[config.mk]
export PLATFORM = sky130hd
export DESIGN_NAME = timed_ttl_pattern_compiler_top
export DESIGN_NICKNAME = d
export VERILOG_FILES = /design/src/hw/rtl/tpc_pkg.sv /design/src/hw/rtl/timed_ttl_pattern_compiler_top.sv /design/src/hw/rtl/tpc_ctrl.sv /design/src/hw/rtl/tpc_datapath.sv
export SDC_FILE = /design/constraint.sdc
export NUM_CORES = 2
export LEC_CHECK = 0
export ABC_AREA = 1
export BUFFER_PORTS_ARGS = -buffer_cell sky130_fd_sc_hd__buf_2
export CAP_MARGIN = 5
export CORE_MARGIN = 3
export CORE_UTILIZATION = 35
export CTS_CLUSTER_SIZE = 30
export DETAILED_ROUTE_END_ITERATION = 16
export GPL_TIMING_DRIVEN = 1
export PLACE_DENSITY = 0.62
export SYNTH_ARGS = -nofsm -noshare
export SYNTH_HDL_FRONTEND = slang
export SYNTH_SLANG_ARGS = --single-unit
[constraint.sdc]
create_clock -name clk -period 9.75 [get_ports clk]
set_clock_uncertainty 0.1 [all_clocks]
set_input_delay 1.4625 -clock clk [delete_from_list [all_inputs] [get_ports clk]]
set_output_delay 1.4625 -clock clk [all_outputs]
set_load 0.01 [all_outputs]
[src/hw/rtl/tpc_pkg.sv]
// Shared types and constants for the timed TTL pattern compiler.
// Used by the controller, the datapath and the top level; depends on nothing.
package tpc_pkg;

  // Field widths of one stored command.
  localparam int TIME_W  = 32;
  localparam int BANK_W  = 2;
  localparam int BITP_W  = 4;
  localparam int ENTRY_W = TIME_W + BANK_W + BITP_W + 1;
  localparam int LINES   = 64;
  localparam int WORD_W  = 16;

  // Stream payload widths.
  localparam int IN_DATA_W  = 40;
  localparam int OUT_DATA_W = 96;

  // Configuration port.
  localparam int CFG_ADDR_W = 4;
  localparam int CFG_DATA_W = 64;
  localparam logic [0:0] REG_INITIAL_LINES = 1'b0;

  // Snapshot time divisor, held at the width of a low-plus-high sum.
  localparam logic [16:0] TIME_DIV   = 17'd65535;
  localparam logic [16:0] TIME_DIV_2 = 17'd131070;

  typedef enum logic [1:0] {
    S_IDLE,
    S_READ,
    S_EVAL,
    S_EMIT
  } tpc_state_t;

  // Commands from the controller to the datapath.
  typedef struct packed {
    logic store_wr;
    logic seed;
    logic rd_issue;
    logic eval;
    logic emit_load;
    logic next_group;
    logic clear;
  } tpc_cmd_t;

  // Status from the datapath to the controller.
  typedef struct packed {
    logic sweep_done;
    logic out_free;
    logic found;
  } tpc_status_t;

endpackage

[src/hw/rtl/timed_ttl_pattern_compiler_top.sv]
// Top level of the timed TTL pattern compiler: configuration register,
// controller and datapath. Depends on tpc_pkg, tpc_ctrl and tpc_datapath.
//
//   Channel  Direction  Transaction
//   in_      slave      one timed line command; tlast marks the final one
//   out_     master     one snapshot of 64 lines; tlast marks the last one
//   cfg_     APB slave  initial_lines at byte address 0 (64 bits)
//
// Commands load at one per cycle. After the final command the block stops
// taking commands and emits snapshots: each snapshot costs one sweep of the
// command memory, a registered read and then an evaluate step per stored
// entry, plus a step that finds the sweep done and one that loads the
// output register. A stalled output holds the sweep before the next group.
// Reset is synchronous and empties the store; memory contents need no reset.
module timed_ttl_pattern_compiler_top #(
  parameter int MAX_COMMANDS = 32
) (
  input  logic                                clk,
  input  logic                                rst_n,
  // Fields from bit 0: event_time[31:0], bank[33:32], bit_position[37:34],
  // level[38], zero pad[39].
  input  logic [tpc_pkg::IN_DATA_W-1:0]       in_tdata,
  input  logic                                in_tlast,
  input  logic                                in_tvalid,
  output logic                                in_tready,
  // Fields from bit 0: time_low[15:0], time_high[31:16], bank_a_word[47:32],
  // bank_b_word[63:48], bank_c_word[79:64], bank_d_word[95:80].
  output logic [tpc_pkg::OUT_DATA_W-1:0]      out_tdata,
  output logic                                out_tlast,
  output logic                                out_tvalid,
  input  logic                                out_tready,
  input  logic                                cfg_psel,
  input  logic                                cfg_penable,
  input  logic                                cfg_pwrite,
  input  logic [tpc_pkg::CFG_ADDR_W-1:0]      cfg_paddr,
  input  logic [tpc_pkg::CFG_DATA_W-1:0]      cfg_pwdata,
  output logic [tpc_pkg::CFG_DATA_W-1:0]      cfg_prdata,
  output logic                                cfg_pready
);
  import tpc_pkg::*;

  tpc_cmd_t          cmd;
  tpc_status_t       status;
  logic [LINES-1:0]  initial_lines_r;
  logic [ENTRY_W-1:0] in_entry;
  logic              reg_sel;

  // Configuration register; the register index is paddr / 8.
  assign reg_sel    = (cfg_paddr[3] == REG_INITIAL_LINES);
  assign cfg_pready = 1'b1;
  assign cfg_prdata = reg_sel ? initial_lines_r : '0;

  always_ff @(posedge clk) begin
    if (!rst_n) begin
      initial_lines_r <= '0;
    end else if (cfg_psel && cfg_penable && cfg_pwrite && cfg_pready && reg_sel) begin
      initial_lines_r <= cfg_pwdata;
    end
  end

  // Stored entry layout: time, bank, bit, level from the top bit down.
  assign in_entry = {in_tdata[31:0], in_tdata[33:32], in_tdata[37:34], in_tdata[38]};

  tpc_ctrl u_ctrl (
    .clk       (clk),
    .rst_n     (rst_n),
    .in_tvalid (in_tvalid),
    .in_tlast  (in_tlast),
    .in_tready (in_tready),
    .status    (status),
    .cmd       (cmd)
  );

  tpc_datapath #(
    .MAX_COMMANDS (MAX_COMMANDS)
  ) u_datapath (
    .clk           (clk),
    .rst_n         (rst_n),
    .cmd           (cmd),
    .status        (status),
    .in_entry      (in_entry),
    .initial_lines (initial_lines_r),
    .out_tvalid    (out_tvalid),
    .out_tready    (out_tready),
    .out_tdata     (out_tdata),
    .out_tlast     (out_tlast)
  );

endmodule

[src/hw/rtl/tpc_ctrl.sv]
// Controller state machine of the timed TTL pattern compiler.
// Depends on tpc_pkg; drives the datapath through tpc_cmd_t only.
module tpc_ctrl (
  input  logic                 clk,
  input  logic                 rst_n,
  input  logic                 in_tvalid,
  input  logic                 in_tlast,
  output logic                 in_tready,
  input  tpc_pkg::tpc_status_t status,
  output tpc_pkg::tpc_cmd_t    cmd
);
  import tpc_pkg::*;

  tpc_state_t state_r, state_nxt;

  // State register.
  always_ff @(posedge clk) begin
    if (!rst_n) begin
      state_r <= S_IDLE;
    end else begin
      state_r <= state_nxt;
    end
  end

  // Next state.
  always_comb begin
    state_nxt = state_r;
    unique case (state_r)
      S_IDLE: begin
        if (in_tvalid && in_tlast) state_nxt = S_READ;
      end
      S_READ: begin
        state_nxt = status.sweep_done ? S_EMIT : S_EVAL;
      end
      S_EVAL: begin
        state_nxt = S_READ;
      end
      S_EMIT: begin
        if (status.out_free) state_nxt = status.found ? S_READ : S_IDLE;
      end
      default: state_nxt = S_IDLE;
    endcase
  end

  // Outputs.
  always_comb begin
    cmd       = '0;
    in_tready = 1'b0;
    unique case (state_r)
      S_IDLE: begin
        in_tready    = 1'b1;
        cmd.store_wr = in_tvalid;
        cmd.seed     = in_tvalid && in_tlast;
      end
      S_READ: begin
        cmd.rd_issue = !status.sweep_done;
      end
      S_EVAL: begin
        cmd.eval = 1'b1;
      end
      S_EMIT: begin
        cmd.emit_load  = status.out_free;
        cmd.next_group = status.out_free && status.found;
        cmd.clear      = status.out_free && !status.found;
      end
      default: begin
        cmd = '0;
      end
    endcase
  end

endmodule

[src/hw/rtl/tpc_datapath.sv]
// Datapath of the timed TTL pattern compiler: command memory, group sweep,
// line levels and the snapshot output register. Depends on tpc_pkg.
module tpc_datapath #(
  parameter int MAX_COMMANDS = 32
) (
  input  logic                            clk,
  input  logic                            rst_n,
  input  tpc_pkg::tpc_cmd_t               cmd,
  output tpc_pkg::tpc_status_t            status,
  input  logic [tpc_pkg::ENTRY_W-1:0]     in_entry,
  input  logic [tpc_pkg::LINES-1:0]       initial_lines,
  output logic                            out_tvalid,
  input  logic                            out_tready,
  output logic [tpc_pkg::OUT_DATA_W-1:0]  out_tdata,
  output logic                            out_tlast
);
  import tpc_pkg::*;

  localparam int CNT_W = $clog2(MAX_COMMANDS + 1);
  localparam int IDX_W = (MAX_COMMANDS > 1) ? $clog2(MAX_COMMANDS) : 1;
  localparam logic [CNT_W-1:0] CNT_MAX = CNT_W'(MAX_COMMANDS);

  logic [ENTRY_W-1:0]      mem [MAX_COMMANDS];
  logic [ENTRY_W-1:0]      rd_data_r;
  logic [CNT_W-1:0]        cnt_r, cnt_nxt;
  logic [CNT_W-1:0]        idx_r, idx_nxt;
  logic [MAX_COMMANDS-1:0] consumed_r, consumed_nxt;
  logic [LINES-1:0]        levels_r, levels_nxt;
  logic [TIME_W-1:0]       cur_t_r, cur_t_nxt;
  logic [TIME_W-1:0]       best_r, best_nxt;
  logic                    found_r, found_nxt;
  logic                    out_valid_r;
  logic [OUT_DATA_W-1:0]   out_data_r;
  logic                    out_last_r;

  logic                    full;
  logic [IDX_W-1:0]        rd_idx;
  logic [TIME_W-1:0]       e_time;
  logic [5:0]              e_line;
  logic                    e_used, e_hit, e_cand;
  logic [16:0]             t_sum;
  logic [15:0]             t_low, t_high;

  assign full   = (cnt_r == CNT_MAX);
  assign rd_idx = idx_r[IDX_W-1:0];

  // Command memory: one write port while loading, one registered read port.
  always_ff @(posedge clk) begin
    if (cmd.store_wr && !full) begin
      mem[cnt_r[IDX_W-1:0]] <= in_entry;
    end
  end

  always_ff @(posedge clk) begin
    if (cmd.rd_issue) begin
      rd_data_r <= mem[rd_idx];
    end
  end

  // Fields of the entry under evaluation.
  assign e_time = rd_data_r[ENTRY_W-1 -: TIME_W];
  assign e_line = rd_data_r[6:1];
  assign e_used = consumed_r[rd_idx];
  assign e_hit  = !e_used && (e_time == cur_t_r);
  assign e_cand = !e_used && !e_hit;

  // Sweep, group apply and minimum search.
  always_comb begin
    cnt_nxt      = cnt_r;
    idx_nxt      = idx_r;
    consumed_nxt = consumed_r;
    levels_nxt   = levels_r;
    cur_t_nxt    = cur_t_r;
    best_nxt     = best_r;
    found_nxt    = found_r;
    if (cmd.store_wr && !full) begin
      cnt_nxt = cnt_r + CNT_W'(1);
    end
    if (cmd.seed) begin
      idx_nxt      = '0;
      consumed_nxt = '0;
      levels_nxt   = initial_lines;
      cur_t_nxt    = '0;
      best_nxt     = '0;
      found_nxt    = 1'b0;
    end
    if (cmd.eval) begin
      idx_nxt = idx_r + CNT_W'(1);
      if (e_hit) begin
        levels_nxt[e_line]   = rd_data_r[0];
        consumed_nxt[rd_idx] = 1'b1;
      end
      if (e_cand && (!found_r || (e_time < best_r))) begin
        best_nxt  = e_time;
        found_nxt = 1'b1;
      end
    end
    if (cmd.next_group) begin
      cur_t_nxt = best_r;
      found_nxt = 1'b0;
      idx_nxt   = '0;
    end
    if (cmd.clear) begin
      cnt_nxt = '0;
    end
  end

  always_ff @(posedge clk) begin
    if (!rst_n) begin
      cnt_r <= '0;
    end else begin
      cnt_r <= cnt_nxt;
    end
    idx_r      <= idx_nxt;
    consumed_r <= consumed_nxt;
    levels_r   <= levels_nxt;
    cur_t_r    <= cur_t_nxt;
    best_r     <= best_nxt;
    found_r    <= found_nxt;
  end

  // Time split by 65535: t = h*65536 + l = h*65535 + (h + l).
  assign t_sum = {1'b0, cur_t_r[31:16]} + {1'b0, cur_t_r[15:0]};
  always_comb begin
    priority if (t_sum == TIME_DIV_2) begin
      t_low  = '0;
      t_high = cur_t_r[31:16] + 16'd2;
    end else if (t_sum >= TIME_DIV) begin
      t_low  = 16'(t_sum - TIME_DIV);
      t_high = cur_t_r[31:16] + 16'd1;
    end else begin
      t_low  = t_sum[15:0];
      t_high = cur_t_r[31:16];
    end
  end

  // Snapshot output register; it holds until the transaction completes.
  always_ff @(posedge clk) begin
    if (!rst_n) begin
      out_valid_r <= 1'b0;
    end else if (cmd.emit_load) begin
      out_valid_r <= 1'b1;
    end else if (out_tready) begin
      out_valid_r <= 1'b0;
    end
  end

  always_ff @(posedge clk) begin
    if (cmd.emit_load) begin
      out_data_r <= {levels_r, t_high, t_low};
      out_last_r <= !found_r;
    end
  end

  assign out_tvalid        = out_valid_r;
  assign out_tdata         = out_data_r;
  assign out_tlast         = out_last_r;
  assign status.sweep_done = (idx_r == cnt_r);
  assign status.out_free   = !out_valid_r || out_tready;
  assign status.found      = found_r;

endmodule

# ---- Word level (Yosys, flattened, before mapping)
# Memories as Yosys holds them, arrays and structs flattened. A register that Yosys moved wholly into a read port is not among the register bits.
# Cells that the tools add are included.
dict set report op_classes {
  n_addsub 6
  magnitude_cmp 6
  n_eq_ne 9
  muxes 41
  n_bitwise 3
  reduce_logical 26
}
# operator n
set op_table {}
lappend op_table {{$mux W32} 8}
lappend op_table {{$mux W64} 4}
lappend op_table {{$bwmux W64} 1}
lappend op_table {{$mux W16} 3}
lappend op_table {{$eq A32 B32 Y1} 1}
lappend op_table {{$lt A32 B32 Y1} 1}
lappend op_table {{$or A32 B32 Y32} 1}
lappend op_table {{$add A16 B16 Y17} 1}
lappend op_table {{$eq A17 B17 Y1 const B} 1}
lappend op_table {{$ge A17 B16 Y1 const B} 1}
lappend op_table {{$add A16 B1 Y16 const B} 1}
lappend op_table {{$add A16 B2 Y16 const B} 1}
lappend op_table {{$sub A16 B16 Y16 const B} 1}
lappend op_table {{$mux W1} 15}
lappend op_table {{$add A6 B1 Y6 const B} 2}
lappend op_table {{$logic_and A1 B1 Y1} 12}
lappend op_table {{$mux W6} 2}
lappend op_table {{$pmux W2 S4} 1}
lappend op_table {{$lt A6 B7 Y1 const B} 1}
lappend op_table {{$demux W1 S6} 1}
lappend op_table {{$eq A6 B6 Y1} 1}
lappend op_table {{$eq A6 B6 Y1 const B} 1}
lappend op_table {{$ge A6 B1 Y1 const B} 1}
lappend op_table {{$logic_not A1 Y1} 6}
lappend op_table {{15 further kinds} 23}
dict set report word_totals {
  regBits 337
  mem_bits_rw 1248
  output_inout_bits 164
  elab_cells 105
  memories 1
}
# name depth width read_ports rd_clocked_by_memory_dff wr line_no
set mem_list {}
lappend mem_list {u_datapath.mem 32 39 1 1 1 tpc_datapath.sv:23} ;# logic [ENTRY_W-1:0] mem [MAX_COMMANDS];

# ---- Longest topological paths before layout
dict set report depth {
  word_depth 9
  ltp_mapped 20
  mapped_depth_nobuf 20
}

# ---- By module
# From an unflattened synthesis, not the netlist that was laid out.
dict set report hier_totals {
  hier_cells 5900
  area_unflattened_um2 67111.9
}
# module instances cells_each area_each_um2
set modules_own_cells {}
lappend modules_own_cells {tpc_datapath 1 5322 63618.5}
lappend modules_own_cells {timed_ttl_pattern_compiler_top 1 553 3337.0}
lappend modules_own_cells {tpc_ctrl 1 25 156.4}

# ---- Worst setup path after synthesis
# No wires, ideal clock.
dict set report synth_path {
  path_type {input to register}
  from {in out_tready}
  to {reg u_datapath.cur_t_r[0], enable pin}
  setup_ns 0.391
  t_arrival_ns 7.275
  required_time_ns 9.259
  setup_slack_ns 1.985
  cell_stages 6
  path_buffers 0
  cell_sequence {nor2_1 -> nor2_1 -> inv_1 -> nor2_1 -> clkinv_1 -> nand2_1}
}
dict set report synth_via {
  elab_chain_len 4
}
# item line_no
set synth_lines {}
lappend synth_lines {{start, declared} timed_ttl_pattern_compiler_top.sv:31} ;# input logic out_tready,
lappend synth_lines {{$logic_or A1 B1 Y1} tpc_datapath.sv:159} ;# assign status.out_free = !out_valid_r || out_tready;
lappend synth_lines {{$logic_and A1 B1 Y1} tpc_ctrl.sv:63} ;# cmd.next_group = status.out_free && status.found;
lappend synth_lines {{$mux W3} tpc_ctrl.sv:49} ;# unique case (state_r)
lappend synth_lines {{$reduce_bool A2 Y1 (no line)} --}
lappend synth_lines {{end signal, assigned} tpc_datapath.sv:117} ;# cur_t_r <= cur_t_nxt;
lappend synth_lines {{end, declared} tpc_datapath.sv:29} ;# logic [TIME_W-1:0] cur_t_r, cur_t_nxt;
# No other way between the ends.
# A chain may end at the register's enable or synchronous reset.

# ---- Worst setup path in the final report
dict set report layout_path {
  from {reg u_datapath.idx_r[1]}
  to {reg u_datapath.rd_data_r[28], read port of u_datapath.mem, data pin}
}
dict set report layout_via {
  elab_chain_len 3
}
# item line_no
set layout_lines {}
lappend layout_lines {{start, declared} tpc_datapath.sv:26} ;# logic [CNT_W-1:0] idx_r, idx_nxt;
lappend layout_lines {{start signal, assigned} tpc_datapath.sv:114} ;# idx_r <= idx_nxt;
lappend layout_lines {{$eq A6 B6 Y1} tpc_datapath.sv:158} ;# assign status.sweep_done = (idx_r == cnt_r);
lappend layout_lines {{$logic_not A1 Y1} tpc_ctrl.sv:56} ;# cmd.rd_issue = !status.sweep_done;
lappend layout_lines {{$mux W1} tpc_ctrl.sv:49}
lappend layout_lines {{end, declared} tpc_datapath.sv:24} ;# logic [ENTRY_W-1:0] rd_data_r;
# Several ways; a longest one is shown, not always the timed one.

==> run metrics <==
status=finished clean; vias post-DR=44700; deepest clock path buffer count=3; hold_buf cts=0; vias in the first global route=41400; Unique masters post-synth=45; vias per cell=5.35; clock-pin slew on the worst setup and hold paths=0.06 ns; TritonCTS buffer count=160; Mapped Cells=5568; Rows=158; Net Count, Synth=5744; HPWL after detailed placement=98400 µm; I/O Pins=280; Synthesis Warnings=0; Syn Area/Cell=11.8 µm²; ys async rst share=0%; TritonCTS sink count=1624; Max Clk Rate=221 MHz; TritonCTS clock tree=built; crit path max fanout=166; router iterations before antenna repair=7; Hold Slack=0.321 ns; Initial Util=35.4%; share of cells above drive strength 1=11.1%; R2R Path End=u_datapath.rd_data_r[28]$_DFFE_PP_; Setup Crit Path Kind=register to register; die area=193000 µm²; RSZ-0062 raised after global routing=no; Yosys reg bits=1624; CP arrival=4.99 ns; max_slew headroom=17.3%; final worst-path cycle share=46.5%; postcts setup bufs=0; Resized Gates After CTS=0; Final setup violation count=0; port bufs=274; post-place setup slack=4.72 ns; fin util=40.2%; VDD IR max=0.000236 V; aggregate routed wire length=184000 µm; initial antenna violation count=23; Routed Antenna Nets=0; drt drc=0; Worst EP required=10.21 ns; Root Driver=clkbuf_16; DR iter-0 viols=5266; end point of the critical path=u_datapath.rd_data_r[28]$_DFFE_PP_; Metal-1 WL=78400 µm; Critical Path Source=u_datapath.idx_r[1]$_SDFFE_PP0P_; # fillers=17400; first-pass GRT wire length=267000 µm; r2r setup slk=5.22 ns; Die Y=439 µm; gpl congestion=0.857; H-tree depth=4; worst-margin pin slew=1.24 ns; Pwr Density=240 nW/µm²; Pleak=25.3 nW; max_cap viols=0; critical path startpoint category=register; Core Area=186000 µm²; overflow left after global routing=0; wire length on met3=18200 µm; cell area after synthesis=65800 µm²; Post-layout nets=5917; WL met2=82900 µm; prevailing post-synth register cell=edfxtp_1; Reg2Reg Launch Point=u_datapath.idx_r[1]$_SDFFE_PP0P_; routed len/inst=22.0 µm; Fin. Hold Viols=0; Worst-Skew Late Latency=0.81 ns; Final TNS setup=0 ns; CP endpoint kind=register; Die Wd=439 µm; reg2reg path depth=8; Worst Setup Slack, final=5.22 ns; DR top layer=met5; Slew Limit Fails=0; min Tclk post-route=4.53 ns; Post-synth EDFFs=1416; Seq/Total Area, Yosys=71.0%; Hold Crit Class=register to register; pin count of the biggest net entering global routing=210; global-route usage over all layers=18.4%; Syn-to-layout area delta=13.8%
## cells in the final DEF (no fill, tap or decap), types with 6 or more instances in the layout
cell        synthesis  layout
ha_1               59      59
a21oi_1           116     116
clkbuf_1          293      46
dfxtp_1           208     206
edfxtp_1         1416    1416
nor3_2              1       9
diode_2             0      11
clkinvlp_4          0       6
clkinv_2            0      21
nor2_1            865     833
inv_2               7       8
nand4_1            37      37
o21ai_1            55      55
inv_1             242     239
nor3_1             35      27
nand2_1           612     611
nor4_1             14      14
a22o_1             62      62
buf_4               9      76
clkbuf_16           0     163
o21ai_0           795     795
nor2_4              3      35
nand3_1           170     170
xor2_1             28      28
o31ai_1            32      32
or2_2              10      10
a221oi_1           75      75
nand2_2             6       6
o22ai_1           322     322
clkinv_1            4      33
buf_2              25     274
xnor2_1            21      21
## cells in the mapped netlist (all sizes together) (62+ instances only)
library cell	number	area, µm²
clkbuf	293	1100
nand3	177	936
a21oi	116	581
nor2	871	3300
nand2	618	2330
o22ai	322	2010
dfxtp	208	4160
inv	249	935
a221oi	75	657
o21ai	850	4250
a22o	62	543
edfxtp	1416	42500
## layout make-up
type / instances / area, µm² / area share [%]
antenna: 11 / 27.5 / 0.0368
clock buffer: 212 / 4290 / 5.74
clock inverter: 78 / 674 / 0.901
inverter: 253 / 966 / 1.29
multi-input combinational: 3348 / 17100 / 22.8
sequential: 1624 / 46700 / 62.4
tap: 2480 / 3100 / 4.15
timing repair buffer: 354 / 2020 / 2.70
## worst min-delay path by stage
| stage | from | to | cells past startpoint |
|---|---|---|---|
| 2_1_floorplan | u_datapath.levels_r[0]$_DFF_P_ | u_datapath.out_tdata[32]$_DFFE_PP_ | 0 |
| 6_report | u_datapath.levels_r[15]$_DFF_P_ | u_datapath.out_tdata[47]$_DFFE_PP_ | 0 |
| 5_1_grt | u_datapath.levels_r[12]$_DFF_P_ | u_datapath.out_tdata[44]$_DFFE_PP_ | 0 |
| 4_1_cts | u_datapath.levels_r[19]$_DFF_P_ | u_datapath.out_tdata[51]$_DFFE_PP_ | 0 |
| 3_3_place_gp | u_datapath.levels_r[40]$_DFF_P_ | u_datapath.out_tdata[72]$_DFFE_PP_ | 0 |
| 3_5_place_dp | u_datapath.levels_r[15]$_DFF_P_ | u_datapath.out_tdata[47]$_DFFE_PP_ | 0 |
## per-layer routing
layer / vias up / global-route usage, %
met5: - / 0
li1: 20600 / -
met4: 12 / 5.23
met3: 309 / 4.26
met2: 1933 / 28.3
met1: 21900 / 25.9
## state kept, by name (all words and copies together), names as in the netlist
name and flops:
u_datapath.out_tlast 1, initial_lines_r 64, u_datapath.levels_r 64, u_datapath.found_r 1, u_datapath.out_tvalid 1, u_datapath.mem 1248
u_datapath.cnt_r 6, u_datapath.rd_data_r 39, u_datapath.consumed_r 32, u_ctrl.state_r 2, u_datapath.best_r 32, u_datapath.out_tdata 96
u_datapath.idx_r 6, u_datapath.cur_t_r 32
## cells by family (layout without fill, tap and decap cells)
family / after synthesis / in the layout / share of synthesized area (%)
flip-flops: 1624 / 1624 / 71.0
other: 1 / 12 / 0.00570
AND/OR/NAND/NOR: 1772 / 1772 / 11.0
adder cells (fa/ha/maj): 60 / 60 / 1.15
buffers and inverters: 596 / 897 / 3.53
XOR/XNOR: 49 / 49 / 0.653
AO/OA/AOI/OAI: 1466 / 1466 / 12.7
## where the power goes
| group | total [mW] | internal [mW] | switching, mW |
|---|---|---|---|
| clock | 5.90 | 3.26 | 2.64 |
| sequential | 7.99 | 7.81 | 0.180 |
| combinational | 4.09 | 1.16 | 2.93 |
## stage by stage
| step | cell area, µm² | std cells | total power [mW] |
|---|---|---|---|
| global placement | 69800 | 8059 | 12.1 |
| floorplan | 65800 | 5568 | 10.9 |
| CTS | 74800 | 8349 | 18.0 |
| detailed placement | 69800 | 8059 | 12.2 |
| global route | 74800 | 8350 | 18.8 |
| finish | 74800 | 8360 | 18.0 |
## worst max-delay path, stage by stage, from the launching register on
cell and delay [ns]:
dfxtp_4 0.70, buf_12 0.52, buf_4 0.75, buf_4 0.70, o21ai_0 0.21, o22ai_1 0.23, a22o_1 0.23, a221oi_1 0.07
nand2_1 0.38
(Power assumes the default switching activity.)
